**src/sv/srx_pkg.sv**
```systemverilog
// Shared types, codes and defaults of the stop-and-wait receiver.
`default_nettype none
package srx_pkg;

    localparam int SEQ_BITS_DEF    = 8;
    localparam int QUEUE_DEPTH_DEF = 4;
    localparam int LEN_BYTES       = 4;
    localparam int APB_ADDR_W      = 3;
    localparam int APB_DATA_W      = 32;

    localparam logic [31:0] CAPACITY_RESET = 32'd4096;

    // Configuration register word index.
    localparam logic [0:0] REG_CAPACITY = 1'b0;

    // Input action codes.
    localparam logic [1:0] ACT_BYTE     = 2'd0;
    localparam logic [1:0] ACT_TIMEOUT  = 2'd1;
    localparam logic [1:0] ACT_SYNC     = 2'd2;
    localparam logic [1:0] ACT_LINK_ERR = 2'd3;

    // Result kinds.
    localparam logic [1:0] KIND_BYTE     = 2'd0;
    localparam logic [1:0] KIND_ACK      = 2'd1;
    localparam logic [1:0] KIND_COMPLETE = 2'd2;
    localparam logic [1:0] KIND_ERROR    = 2'd3;

    // Error codes.
    localparam logic ERR_LINK  = 1'b0;
    localparam logic ERR_AHEAD = 1'b1;

    // Bit positions of the result mask, in delivery order.
    localparam int RES_ERR  = 0;
    localparam int RES_BYTE = 1;
    localparam int RES_ACK  = 2;
    localparam int RES_DONE = 3;
    localparam int RES_N    = 4;

    typedef struct packed {
        logic [1:0] action;
        logic [7:0] packet_byte;
        logic       packet_start;
        logic       packet_end;
    } t_in_item;

    typedef struct packed {
        logic [1:0]  kind;
        logic [7:0]  data_byte;
        logic [7:0]  ack_sequence;
        logic [31:0] delivered_count;
        logic        error_code;
        logic        last_in_run;
    } t_out_item;

    // All results caused by one input item, as handed from front to back.
    typedef struct packed {
        logic [RES_N-1:0] mask;
        logic             error_code;
        logic [7:0]       data_byte;
        logic [7:0]       ack_sequence;
        logic [31:0]      delivered_count;
    } t_bundle;

endpackage
`default_nettype wire

```
**src/sv/srx_front.sv**
```systemverilog
// Front part: protocol state, packet classification and result bundling.
`default_nettype none
module srx_front
    import srx_pkg::*;
#(
    parameter int SEQ_BITS = SEQ_BITS_DEF
) (
    input  wire        i_clk,
    input  wire        i_rst_n,
    input  wire        i_valid,
    input  t_in_item   i_item,
    input  wire        i_full,
    input  wire [31:0] i_capacity,
    output logic       o_stall,
    output logic       o_push,
    output t_bundle    o_bundle
);

    localparam logic [1:0] VERD_IDLE    = 2'd0;
    localparam logic [1:0] VERD_ACCEPT  = 2'd1;
    localparam logic [1:0] VERD_STALE   = 2'd2;
    localparam logic [1:0] VERD_DISCARD = 2'd3;

    logic [SEQ_BITS-1:0] r_expected, n_expected;
    logic [1:0]          r_verdict, n_verdict;
    logic [SEQ_BITS-1:0] r_pkt_seq, n_pkt_seq;
    logic                r_len_known, n_len_known;
    logic [2:0]          r_len_taken, n_len_taken;
    logic [31:0]         r_msg_len, n_msg_len;
    logic [31:0]         r_delivered, n_delivered;

    logic                accept;
    logic [15:0]         byte_ext;
    logic [SEQ_BITS-1:0] hdr;
    t_bundle             bundle;

    assign o_stall  = i_full;
    assign accept   = i_valid && !i_full;
    assign byte_ext = 16'(i_item.packet_byte);
    assign hdr      = byte_ext[SEQ_BITS-1:0];

    always_comb begin
        logic [15:0] seq_ext;
        n_expected  = r_expected;
        n_verdict   = r_verdict;
        n_pkt_seq   = r_pkt_seq;
        n_len_known = r_len_known;
        n_len_taken = r_len_taken;
        n_msg_len   = r_msg_len;
        n_delivered = r_delivered;
        bundle      = '0;
        seq_ext     = '0;
        if (accept) begin
            unique case (i_item.action)
                ACT_TIMEOUT, ACT_SYNC: begin
                end
                ACT_LINK_ERR: begin
                    n_len_known = 1'b0;
                    n_len_taken = '0;
                    n_msg_len   = '0;
                    n_delivered = '0;
                    n_verdict   = VERD_IDLE;
                    bundle.mask[RES_ERR] = 1'b1;
                    bundle.error_code    = ERR_LINK;
                end
                ACT_BYTE: begin
                    if (i_item.packet_start) begin
                        n_pkt_seq = hdr;
                        if (hdr == r_expected) begin
                            n_verdict = VERD_ACCEPT;
                        end else if (hdr < r_expected) begin
                            n_verdict = VERD_STALE;
                        end else begin
                            // Sender is ahead of us: the message is lost.
                            n_verdict   = VERD_DISCARD;
                            n_len_known = 1'b0;
                            n_len_taken = '0;
                            n_msg_len   = '0;
                            n_delivered = '0;
                            bundle.mask[RES_ERR] = 1'b1;
                            bundle.error_code    = ERR_AHEAD;
                        end
                    end else if (r_verdict == VERD_ACCEPT) begin
                        if (!r_len_known && r_len_taken < 3'(LEN_BYTES)) begin
                            n_msg_len   = r_msg_len | (32'(i_item.packet_byte)
                                          << {r_len_taken[1:0], 3'b000});
                            n_len_taken = 3'(r_len_taken + 3'd1);
                        end else if (r_delivered < i_capacity) begin
                            n_delivered = 32'(r_delivered + 32'd1);
                            bundle.mask[RES_BYTE] = 1'b1;
                            bundle.data_byte      = i_item.packet_byte;
                        end
                    end

                    if (i_item.packet_end && n_verdict != VERD_IDLE) begin
                        seq_ext = 16'(n_pkt_seq);
                        if (n_verdict == VERD_ACCEPT) begin
                            bundle.mask[RES_ACK] = 1'b1;
                            bundle.ack_sequence  = seq_ext[7:0];
                            n_expected  = SEQ_BITS'(r_expected + 1'b1);
                            n_len_known = 1'b1;
                            if (n_delivered >= n_msg_len || n_delivered >= i_capacity) begin
                                bundle.mask[RES_DONE]  = 1'b1;
                                bundle.delivered_count = n_delivered;
                                n_len_known = 1'b0;
                                n_len_taken = '0;
                                n_msg_len   = '0;
                                n_delivered = '0;
                            end
                        end else if (n_verdict == VERD_STALE) begin
                            bundle.mask[RES_ACK] = 1'b1;
                            bundle.ack_sequence  = seq_ext[7:0];
                        end
                        n_verdict = VERD_IDLE;
                    end
                end
                default: begin
                end
            endcase
        end
    end

    assign o_push   = accept && (bundle.mask != '0);
    assign o_bundle = bundle;

    always_ff @(posedge i_clk) begin
        if (!i_rst_n) begin
            r_expected  <= '0;
            r_verdict   <= VERD_IDLE;
            r_pkt_seq   <= '0;
            r_len_known <= 1'b0;
            r_len_taken <= '0;
            r_msg_len   <= '0;
            r_delivered <= '0;
        end else begin
            r_expected  <= n_expected;
            r_verdict   <= n_verdict;
            r_pkt_seq   <= n_pkt_seq;
            r_len_known <= n_len_known;
            r_len_taken <= n_len_taken;
            r_msg_len   <= n_msg_len;
            r_delivered <= n_delivered;
        end
    end

endmodule
`default_nettype wire

```
**src/sv/srx_queue.sv**
```systemverilog
// Short queue of result bundles between the front and back parts.
`default_nettype none
module srx_queue
    import srx_pkg::*;
#(
    parameter int DEPTH = QUEUE_DEPTH_DEF
) (
    input  wire     i_clk,
    input  wire     i_rst_n,
    input  wire     i_push,
    input  t_bundle i_wdata,
    input  wire     i_pop,
    output t_bundle o_rdata,
    output logic    o_empty,
    output logic    o_full
);

    localparam int PTR_W = (DEPTH > 1) ? $clog2(DEPTH) : 1;
    localparam int CNT_W = $clog2(DEPTH + 1);
    localparam logic [PTR_W-1:0] LAST_PTR = PTR_W'(DEPTH - 1);

    t_bundle          r_mem [DEPTH];
    logic [PTR_W-1:0] r_wr_ptr, r_rd_ptr;
    logic [CNT_W-1:0] r_count;

    assign o_empty = (r_count == '0);
    assign o_full  = (r_count == CNT_W'(DEPTH));
    assign o_rdata = r_mem[r_rd_ptr];

    always_ff @(posedge i_clk) begin
        if (i_push) begin
            r_mem[r_wr_ptr] <= i_wdata;
        end
    end

    always_ff @(posedge i_clk) begin
        if (!i_rst_n) begin
            r_wr_ptr <= '0;
            r_rd_ptr <= '0;
            r_count  <= '0;
        end else begin
            if (i_push) begin
                r_wr_ptr <= (r_wr_ptr == LAST_PTR) ? '0 : PTR_W'(r_wr_ptr + 1'b1);
            end
            if (i_pop) begin
                r_rd_ptr <= (r_rd_ptr == LAST_PTR) ? '0 : PTR_W'(r_rd_ptr + 1'b1);
            end
            if (i_push && !i_pop) begin
                r_count <= CNT_W'(r_count + 1'b1);
            end else if (i_pop && !i_push) begin
                r_count <= CNT_W'(r_count - 1'b1);
            end
        end
    end

endmodule
`default_nettype wire

```
**src/sv/srx_back.sv**
```systemverilog
// Back part: unpacks each bundle into single result items on the output register.
`default_nettype none
module srx_back
    import srx_pkg::*;
(
    input  wire       i_clk,
    input  wire       i_rst_n,
    input  wire       i_empty,
    input  t_bundle   i_head,
    output logic      o_pop,
    input  wire       i_out_stall,
    output logic      o_out_valid,
    output t_out_item o_out_item
);

    logic [RES_N-1:0] r_done;
    logic             r_out_valid;
    t_out_item        r_out_item;

    logic [RES_N-1:0] remaining;
    logic [RES_N-1:0] first;
    logic             last;
    logic             load;
    t_out_item        next_item;

    assign remaining = i_head.mask & ~r_done;
    assign first     = remaining & (~remaining + 1'b1);
    assign last      = (remaining == first);
    assign load      = !i_empty && (!r_out_valid || !i_out_stall);
    assign o_pop     = load && last;

    always_comb begin
        next_item             = '0;
        next_item.last_in_run = last;
        priority if (first[RES_ERR]) begin
            next_item.kind       = KIND_ERROR;
            next_item.error_code = i_head.error_code;
        end else if (first[RES_BYTE]) begin
            next_item.kind      = KIND_BYTE;
            next_item.data_byte = i_head.data_byte;
        end else if (first[RES_ACK]) begin
            next_item.kind         = KIND_ACK;
            next_item.ack_sequence = i_head.ack_sequence;
        end else begin
            next_item.kind            = KIND_COMPLETE;
            next_item.delivered_count = i_head.delivered_count;
        end
    end

    always_ff @(posedge i_clk) begin
        if (load) begin
            r_out_item <= next_item;
        end
    end

    always_ff @(posedge i_clk) begin
        if (!i_rst_n) begin
            r_done      <= '0;
            r_out_valid <= 1'b0;
        end else begin
            if (load) begin
                r_out_valid <= 1'b1;
                r_done      <= last ? '0 : (r_done | first);
            end else if (!i_out_stall) begin
                r_out_valid <= 1'b0;
            end
        end
    end

    assign o_out_valid = r_out_valid;
    assign o_out_item  = r_out_item;

endmodule
`default_nettype wire

```
**src/sv/stop_and_wait_receiver_top.sv**
```systemverilog
// Top level of the stop-and-wait receiver: configuration port and part wiring.
// A result item reaches the output through the queue and then the output register.
// Throughput: one input item per cycle while items cause at most one result each and the
// output does not stall; an item causing several results leaves them one per cycle.
// A queue of QUEUE_DEPTH result bundles absorbs such bursts before the input stalls.
// Reset (synchronous, active low) clears all protocol state and sets capacity to 4096.
`default_nettype none
module stop_and_wait_receiver_top
    import srx_pkg::*;
#(
    parameter int SEQ_BITS    = SEQ_BITS_DEF,
    parameter int QUEUE_DEPTH = QUEUE_DEPTH_DEF
) (
    input  wire                   i_clk,
    input  wire                   i_rst_n,

    input  wire                   i_in_valid,
    input  t_in_item              i_in_item,
    output logic                  o_in_stall,

    output logic                  o_out_valid,
    output t_out_item             o_out_item,
    input  wire                   i_out_stall,

    input  wire                   psel,
    input  wire                   penable,
    input  wire                   pwrite,
    input  wire  [APB_ADDR_W-1:0] paddr,
    input  wire  [APB_DATA_W-1:0] pwdata,
    output logic [APB_DATA_W-1:0] prdata,
    output logic                  pready
);

    // The single configuration register is the buffer capacity. Only the word
    // index bit of the address is decoded, so any byte offset within its word hits it.
    logic [31:0] r_capacity;
    logic        cfg_write;

    assign pready    = 1'b1;
    assign cfg_write = psel && penable && pwrite;

    always_ff @(posedge i_clk) begin
        if (!i_rst_n) begin
            r_capacity <= CAPACITY_RESET;
        end else if (cfg_write && paddr[2] == REG_CAPACITY) begin
            r_capacity <= pwdata;
        end
    end

    assign prdata = (paddr[2] == REG_CAPACITY) ? r_capacity : '0;

    // The front part classifies every accepted item in the cycle it arrives and
    // writes all of its results as one bundle into the queue. It stalls only
    // when the queue is full, which depends on registered state alone.
    logic    push;
    logic    pop;
    logic    q_empty;
    logic    q_full;
    t_bundle push_bundle;
    t_bundle head_bundle;

    srx_front #(
        .SEQ_BITS (SEQ_BITS)
    ) u_front (
        .i_clk      (i_clk),
        .i_rst_n    (i_rst_n),
        .i_valid    (i_in_valid),
        .i_item     (i_in_item),
        .i_full     (q_full),
        .i_capacity (r_capacity),
        .o_stall    (o_in_stall),
        .o_push     (push),
        .o_bundle   (push_bundle)
    );

    srx_queue #(
        .DEPTH (QUEUE_DEPTH)
    ) u_queue (
        .i_clk   (i_clk),
        .i_rst_n (i_rst_n),
        .i_push  (push),
        .i_wdata (push_bundle),
        .i_pop   (pop),
        .o_rdata (head_bundle),
        .o_empty (q_empty),
        .o_full  (q_full)
    );

    // The back part walks each bundle in order (error, byte, ack, completion)
    // and loads one result item a cycle, unless the output stalls, into the output
    // register, marking the final one of each bundle.
    srx_back u_back (
        .i_clk       (i_clk),
        .i_rst_n     (i_rst_n),
        .i_empty     (q_empty),
        .i_head      (head_bundle),
        .o_pop       (pop),
        .i_out_stall (i_out_stall),
        .o_out_valid (o_out_valid),
        .o_out_item  (o_out_item)
    );

endmodule
`default_nettype wire

```
**config.mk**
```make
export PLATFORM = sky130hd
export DESIGN_NAME = stop_and_wait_receiver_top
export DESIGN_NICKNAME = d
export VERILOG_FILES = /design/src/sv/srx_pkg.sv /design/src/sv/srx_front.sv /design/src/sv/srx_queue.sv /design/src/sv/srx_back.sv /design/src/sv/stop_and_wait_receiver_top.sv
export SDC_FILE = /design/constraint.sdc
export NUM_CORES = 1
export LEC_CHECK = 0
export ABC_AREA = 1
export ABC_CLOCK_PERIOD_IN_PS = 8300
export BUFFER_PORTS_ARGS = -buffer_cell sky130_fd_sc_hd__buf_2
export CORE_ASPECT_RATIO = 1.25
export CORE_MARGIN = 3
export CORE_UTILIZATION = 50
export DETAILED_ROUTE_END_ITERATION = 12
export PLACE_DENSITY_LB_ADDON = 0.3
export SYNTH_ARGS = -nofsm -noshare
export SYNTH_HDL_FRONTEND = slang
export SYNTH_HIERARCHICAL = 1
export SYNTH_SLANG_ARGS = --single-unit
```
**constraint.sdc**
```tcl
create_clock -name i_clk -period 8.3 [get_ports i_clk]
set_clock_uncertainty 0.05 [all_clocks]
set_input_delay 0.415 -clock i_clk [delete_from_list [all_inputs] [get_ports i_clk]]
set_output_delay 0.415 -clock i_clk [all_outputs]
set_load 0.005 [all_outputs]
```
# Yosys cells after proc, flatten, opt, wreduce, memory -nomap -nowiden
# Memories as Yosys holds them, arrays and structs flattened. A register that Yosys moved wholly into a read port is not among the register bits.
# Cells that the tools add are included.
[word_totals]
ff_bits = 182
ramBits = 212
output_inout_bits = 87
elab_cells = 171
mem_count = 1
[classes]
addsub = 8
magnitude_cmp = 5
eq_ne = 10
shifts = 1
n_mux = 86
bitwise_logic = 9
n_reduce_logical = 32
[memory_table]
columns = ["memory", "words", "word_bits", "rd", "rd_clocked_by_memory_dff", "write_ports", "line_no", "rtl"]
rows = [
  ["u_queue.r_mem", 4, 53, 1, 1, 1, "srx_queue.sv:22", "t_bundle r_mem [DEPTH];"],
]
[ops]
columns = ["operator", "n"]
rows = [
  ["32-bit two-way mux", 24],
  ["32-bit one-hot mux with 2 select lines", 2],
  ["32-bit >= comparator", 2],
  ["8-bit two-way mux", 7],
  ["53-bit two-way mux", 1],
  ["48-bit two-way mux", 1],
  ["40-bit two-way mux", 1],
  ["3-bit two-way mux", 11],
  ["32-bit by 1-bit adder with 32-bit output (second input constant)", 1],
  ["32-bit < comparator", 1],
  ["32-bit OR", 1],
  ["8-bit by 5-bit << shifter with 32-bit output", 1],
  ["2-bit two-way mux", 15],
  ["1-bit two-way mux", 19],
  ["1-bit logical AND", 11],
  ["8-bit by 1-bit adder with 8-bit output (second input constant)", 1],
  ["4-bit AND", 2],
  ["2-bit equality test (second input constant)", 4],
  ["8-bit equality test", 1],
  ["8-bit < comparator", 1],
  ["4-bit inverter", 2],
  ["2-bit one-hot mux with 2 select lines", 2],
  ["1-bit logical NOT", 7],
  ["3-bit by 1-bit adder with 3-bit output (second input constant)", 2],
  ["22 further kinds", 31],
]

# Depth between registers and ports, before layout
[logic_depth]
word_depth = 20
depth_mapped = 40

# By module
# The synthesis kept the hierarchy.
[modules_own_cells]
columns = ["module", "instances", "cells_per_inst", "area_each_um2", "seq_area_each_um2"]
rows = [
  ["srx_queue", 1, 572, 8493.1, 6546.3],
  ["srx_front", 1, 1249, 7793.7, 1721.7],
  ["srx_back", 1, 204, 2298.5, 1661.6],
  ["stop_and_wait_receiver_top", 1, 279, 1670.4, 640.6],
]

# Least setup slack after synthesis
# No wires, ideal clock.
[synth_timing]
kind = "register to register"
start = "reg r_capacity[27]"
end = "mem u_queue/r_mem[0][0] in the netlist's numbering (enable)"
t_arrival_ps = 4688
t_required_ps = 7843
slack_ps = 3155
stages_incl_launch_ff = 29
path_cell_list = "dfxtp_1 -> inv_1 -> ha_1 -> a21oi_1 -> o21ai_0 -> nand2_1 -> nand3_1 -> nor2_1 -> nand3_2 -> inv_2 -> nand2_2 -> nor3_2 -> nand3_1 -> nand3b_1 -> nor2_1 -> nand2_1 -> o21ai_1 -> inv_1 -> ha_1 -> nand4_1 -> o221a_2 -> nand2_1 -> nand2_1 -> nand3_2 -> nand2_1 -> buf_2 -> nand2_1 -> nand2_1 -> inv_1"
[synth_between]
elab_chain_len = 18
elab_cells_between_ends = 23
classes_between = "order compare: 3; mux: 17; reduce/logical: 3"
[synth_rtl]
columns = ["element", "line_no", "rtl"]
rows = [
  ["start: declaration", "stop_and_wait_receiver_top.sv:36", "logic [31:0] r_capacity;"],
  ["start signal: assignment", "stop_and_wait_receiver_top.sv:46", "r_capacity <= pwdata;"],
  ["32-bit < comparator", "srx_front.sv:88", "end else if (r_delivered < i_capacity) begin"],
  ["32-bit two-way mux", "srx_front.sv:88", ""],
  ["32-bit two-way mux", "srx_front.sv:84", "if (!r_len_known && r_len_taken < 3'(LEN_BYTES)) begin"],
  ["32-bit two-way mux", "srx_front.sv:83", "end else if (r_verdict == VERD_ACCEPT) begin"],
  ["32-bit two-way mux", "srx_front.sv:67", "if (i_item.packet_start) begin"],
  ["32-bit two-way mux", "srx_front.sv:54", "unique case (i_item.action)"],
  ["32-bit two-way mux", "srx_front.sv:53", "if (accept) begin"],
  ["32-bit >= comparator", "srx_front.sv:102", "if (n_delivered >= n_msg_len || n_delivered >= i_capacity) begin"],
  ["[... 3 more ...]", "--", ""],
  ["2-bit two-way mux", "srx_front.sv:95", "if (i_item.packet_end && n_verdict != VERD_IDLE) begin"],
  ["3-bit two-way mux *", "srx_front.sv:54", ""],
  ["53-bit two-way mux *", "srx_front.sv:53", ""],
  ["4-bit nonzero test *", "srx_front.sv:123", "assign o_push = accept && (bundle.mask != '0);"],
  ["1-bit logical AND *", "srx_front.sv:123", ""],
  ["net push", "stop_and_wait_receiver_top.sv:55", "logic push;"],
  ["1-bit two-way mux *", "srx_queue.sv:31", "if (i_push) begin"],
  ["1-bit two-way mux (not written as such) *", "srx_queue.sv:32", "r_mem[r_wr_ptr] <= i_wdata;"],
  ["end: declaration", "srx_queue.sv:22", ""],
]
# Mark *: on every way through the listed nets, which the timed path passes. The rest lies on a longest branch. The select of a mux whose other input is x is not followed.

# Worst setup path after layout
[layout_timing]
start = "reg r_capacity[27]"
end = "reg u_queue.r_count[1]"
[layout_between]
elab_chain_len = 19
elab_cells_between_ends = 26
classes_between = "order compare: 3; mux: 16; reduce/logical: 7"
[layout_rtl]
columns = ["element", "line_no", "rtl"]
rows = [
  ["32-bit < comparator", "srx_front.sv:88", ""],
  ["32-bit two-way mux", "srx_front.sv:88", ""],
  ["32-bit two-way mux", "srx_front.sv:84", ""],
  ["32-bit two-way mux", "srx_front.sv:83", ""],
  ["32-bit two-way mux", "srx_front.sv:67", ""],
  ["32-bit two-way mux", "srx_front.sv:54", ""],
  ["32-bit two-way mux", "srx_front.sv:53", ""],
  ["32-bit >= comparator", "srx_front.sv:102", ""],
  ["[... 4 more ...]", "--", ""],
  ["3-bit two-way mux *", "srx_front.sv:54", ""],
  ["53-bit two-way mux *", "srx_front.sv:53", ""],
  ["4-bit nonzero test *", "srx_front.sv:123", ""],
  ["1-bit logical AND *", "srx_front.sv:123", ""],
  ["net push", "stop_and_wait_receiver_top.sv:55", ""],
  ["1-bit logical NOT", "srx_queue.sv:50", "end else if (i_pop && !i_push) begin"],
  ["1-bit logical AND", "srx_queue.sv:50", ""],
  ["2-bit nonzero test (no source line)", "--", ""],
  ["end signal: assignment", "srx_queue.sv:49", "r_count <= CNT_W'(r_count + 1'b1);"],
  ["end signal: assignment", "srx_queue.sv:51", "r_count <= CNT_W'(r_count - 1'b1);"],
  ["end: declaration", "srx_queue.sv:24", "logic [CNT_W-1:0] r_count;"],
]
# Marks and branches as above.
# A chain may end at the register's enable or synchronous reset.

==> impl_metrics.json <==
{
  "outcome": "complete, no violations",
  "fin_crit_sh_pct": 72.5,
  "worstSetupEndpointType": "flop",
  "grt_util_all_layers_pct": 22.6,
  "dr.pass1.iters": 6,
  "hold_viol": 0,
  "crit_fanout": 7,
  "clockBufferDepth": 3,
  "slew_headroom_pct": 22.7,
  "final_common_cell": "nor2_1",
  "synth_top_cell_by_area": "edfxtp_1",
  "synthCells": 2304,
  "syn_nets": 2474,
  "setup_viol": 0,
  "fin_util_pct": 56.9,
  "rsz0062_at_grt": "no",
  "setup_tns_ps": 0,
  "synth_ff_type": "edfxtp_1",
  "final_cell_mix": "nor2_1, nand2_1, inv_1",
  "hold-worst-slack_ps": 26.5,
  "cp_common_cell": "nand2_1",
  "cts_sinks": 396,
  "cts-buffers-inserted": 41,
  "fillerInstances": 3496,
  "gr-usage-met3_pct": 3.05,
  "drive_gt1_share_pct": 14.4,
  "postRouteAntennaNets": 0,
  "dp_cells": 2856,
  "ys_warn_count": 6,
  "seq_area_frac_synth_pct": 52.2,
  "dieArea_um2": 43000,
  "pre_cts_ws_ps": 2350,
  "yosysUniqueCellTypes": 49,
  "design_area_um2": 22500,
  "grt_max_degree": 107,
  "grt-busiest-layer": "met2",
  "coreArea_um2": 39500,
  "root_buffer": "clkbuf_16",
  "synth_top_area_share_pct": 39.1,
  "seqCellArea_um2": 10600,
  "routed_via_density": 5.41,
  "worstSetupStartpointType": "flop",
  "cellPowerDensity_nw_per_um2": 256,
  "diodes": 0,
  "fin_crit_ps": 6020,
  "async_flop_share_pct": 0,
  "antenna_found_initial": 0,
  "remaining_drc_errors": 0,
  "max-cap-violations": 0,
  "post-dp-hpwl_um": 33600,
  "routed_wirelength_um": 49200,
  "grt_util_met1_pct": 29.2,
  "fmax_mhz": 166,
  "hp-class": "in2reg",
  "wire_per_inst_um": 16.8,
  "gr-total-overflow": 0,
  "vias": 15800,
  "placed_cell_area_um2": 21200,
  "syn_to_final_growth_pct": 11.0,
  "start_util_pct": 51.2,
  "clkTransAtPathRegs_ps": 60,
  "cts_hold_buf": 0,
  "criticalPathCategory": "reg2reg",
  "worstPathArrival_ps": 6400,
  "p_total_mw": 5.76,
  "grt_pass1_vias": 15300,
  "synth.avg_cell_area_um2": 8.79,
  "netlist_top_cells_area": "edfxtp_1, dfxtp_1, nor2_1",
  "cts_tree": "done",
  "clock_latency_ps": 560,
  "die_y_um": 231,
  "cts_resized": 0,
  "rows": 81,
  "multi_input_area_um2": 8020,
  "numPortBuffers": 137,
  "synth-edff-count": 264,
  "cts_setup_buffers": 0,
  "synth_area_um2": 20300,
  "instances_no_fill": 2928,
  "fin_nets": 2571,
  "gp_congestion": 0.921,
  "ys_ff_latch": 396,
  "slew_viol_final": 0,
  "fin_ws_ps": 2280,
  "tightest_slew_ps": 1160,
  "cpPeakStageDelay_ps": 610,
  "boundaryPins": 141,
  "slowest_stage": "o21ai_0",
  "vdd_ir_drop_max_v": 0.000165,
  "grt_pass1_wl_um": 77900,
  "p_leak_nw": 8.84,
  "htree_levels": 2,
  "grt_util_met2_pct": 37.7,
  "drt-initial-drc-count": 1157,
  "die_w_um": 186,
  "crit_required_ps": 8690
}
## worst paths after layout
path,endpoint,slack [ps],cells past startpoint,start
worst min-delay path,r_capacity[12],30,3,pwdata[12]
worst min register to register,u_front/r_msg_len[22],410,2,u_front/r_msg_len[22]
worst max register to register,u_queue/r_count[1],2280,28,r_capacity[27]
worst max-delay path,u_queue/r_count[1],2280,28,r_capacity[27]
## critical path, delay by kind of cell, from the launching register on
kind            cells  cell delay (ps)
compound gates      7             1350
fa+ha+maj           4             1340
buf+inv             4              570
flops               1              350
simple gates       13             2240
## flip-flops by register name (all words and copies together), names as in the netlist, 3 cells and up, named ones only
signal and count:
u_front/r_len_taken 3, u_front/r_pkt_seq 8, u_front/r_delivered 32, u_queue/r_count 3
u_back/o_out_item 52, r_capacity 32, u_front/r_expected 8, u_queue/r_mem 212
u_back/r_done 4, u_front/r_msg_len 32
## report_power, final
part           total [mW]  leakage [nW]  switching (mW)  internal (mW)
combinational        1.52          4.63            1.05          0.468
sequential           2.42          3.57          0.0526           2.37
clock                1.82         0.644           0.786           1.03
## Yosys cell counts (3+ instances only)
library cell / n
nand3_1: 74
o21ai_0: 175
o22ai_1: 35
nor3_1: 28
buf_4: 5
o22ai_2: 20
a211oi_1: 6
dfxtp_1: 132
inv_2: 10
a21oi_1: 118
o21a_1: 3
clkbuf_2: 6
nand2_2: 27
o211ai_1: 4
nand3_2: 3
buf_2: 31
o21ai_1: 15
buf_8: 5
nand2_1: 354
buf_6: 9
ha_1: 115
clkbuf_1: 42
nor4_1: 6
inv_1: 283
nor2_4: 5
edfxtp_1: 264
nor3_2: 3
a21oi_2: 21
a31oi_1: 4
nor2_2: 24
nand4_1: 17
nor2_1: 438
## area by class of cell
class,count,share of cell area [%]
flip-flops and latches,396,47.0
multi-input cells,1513,35.6
inverters,295,4.95
clock buffers,47,4.76
repair buffers,154,3.73
well taps,498,2.77
clock inverters,25,1.14
## logic make-up (layout without fill, tap and decap cells)
| logic type | after synthesis | count (layout) | synth area share [%] |
|---|---|---|---|
| buf+inv | 395 | 521 | 8.28 |
| xor+xnor | 1 | 1 | 0.0432 |
| other cells | 1 | 1 | 0.0185 |
| simple gates | 990 | 990 | 20.6 |
| flops | 396 | 396 | 52.2 |
| fa+ha+maj | 116 | 116 | 7.20 |
| compound gates | 405 | 405 | 11.6 |
## per-layer routing
| layer | wire [um] | part of all wire (%) |
|---|---|---|
| met4 | 2230 | 4.5 |
| met3 | 3090 | 6.3 |
| met5 | 0 | 0 |
| met1 | 20300 | 41 |
| met2 | 23500 | 48 |
Power figures use the tool's default switching activity.
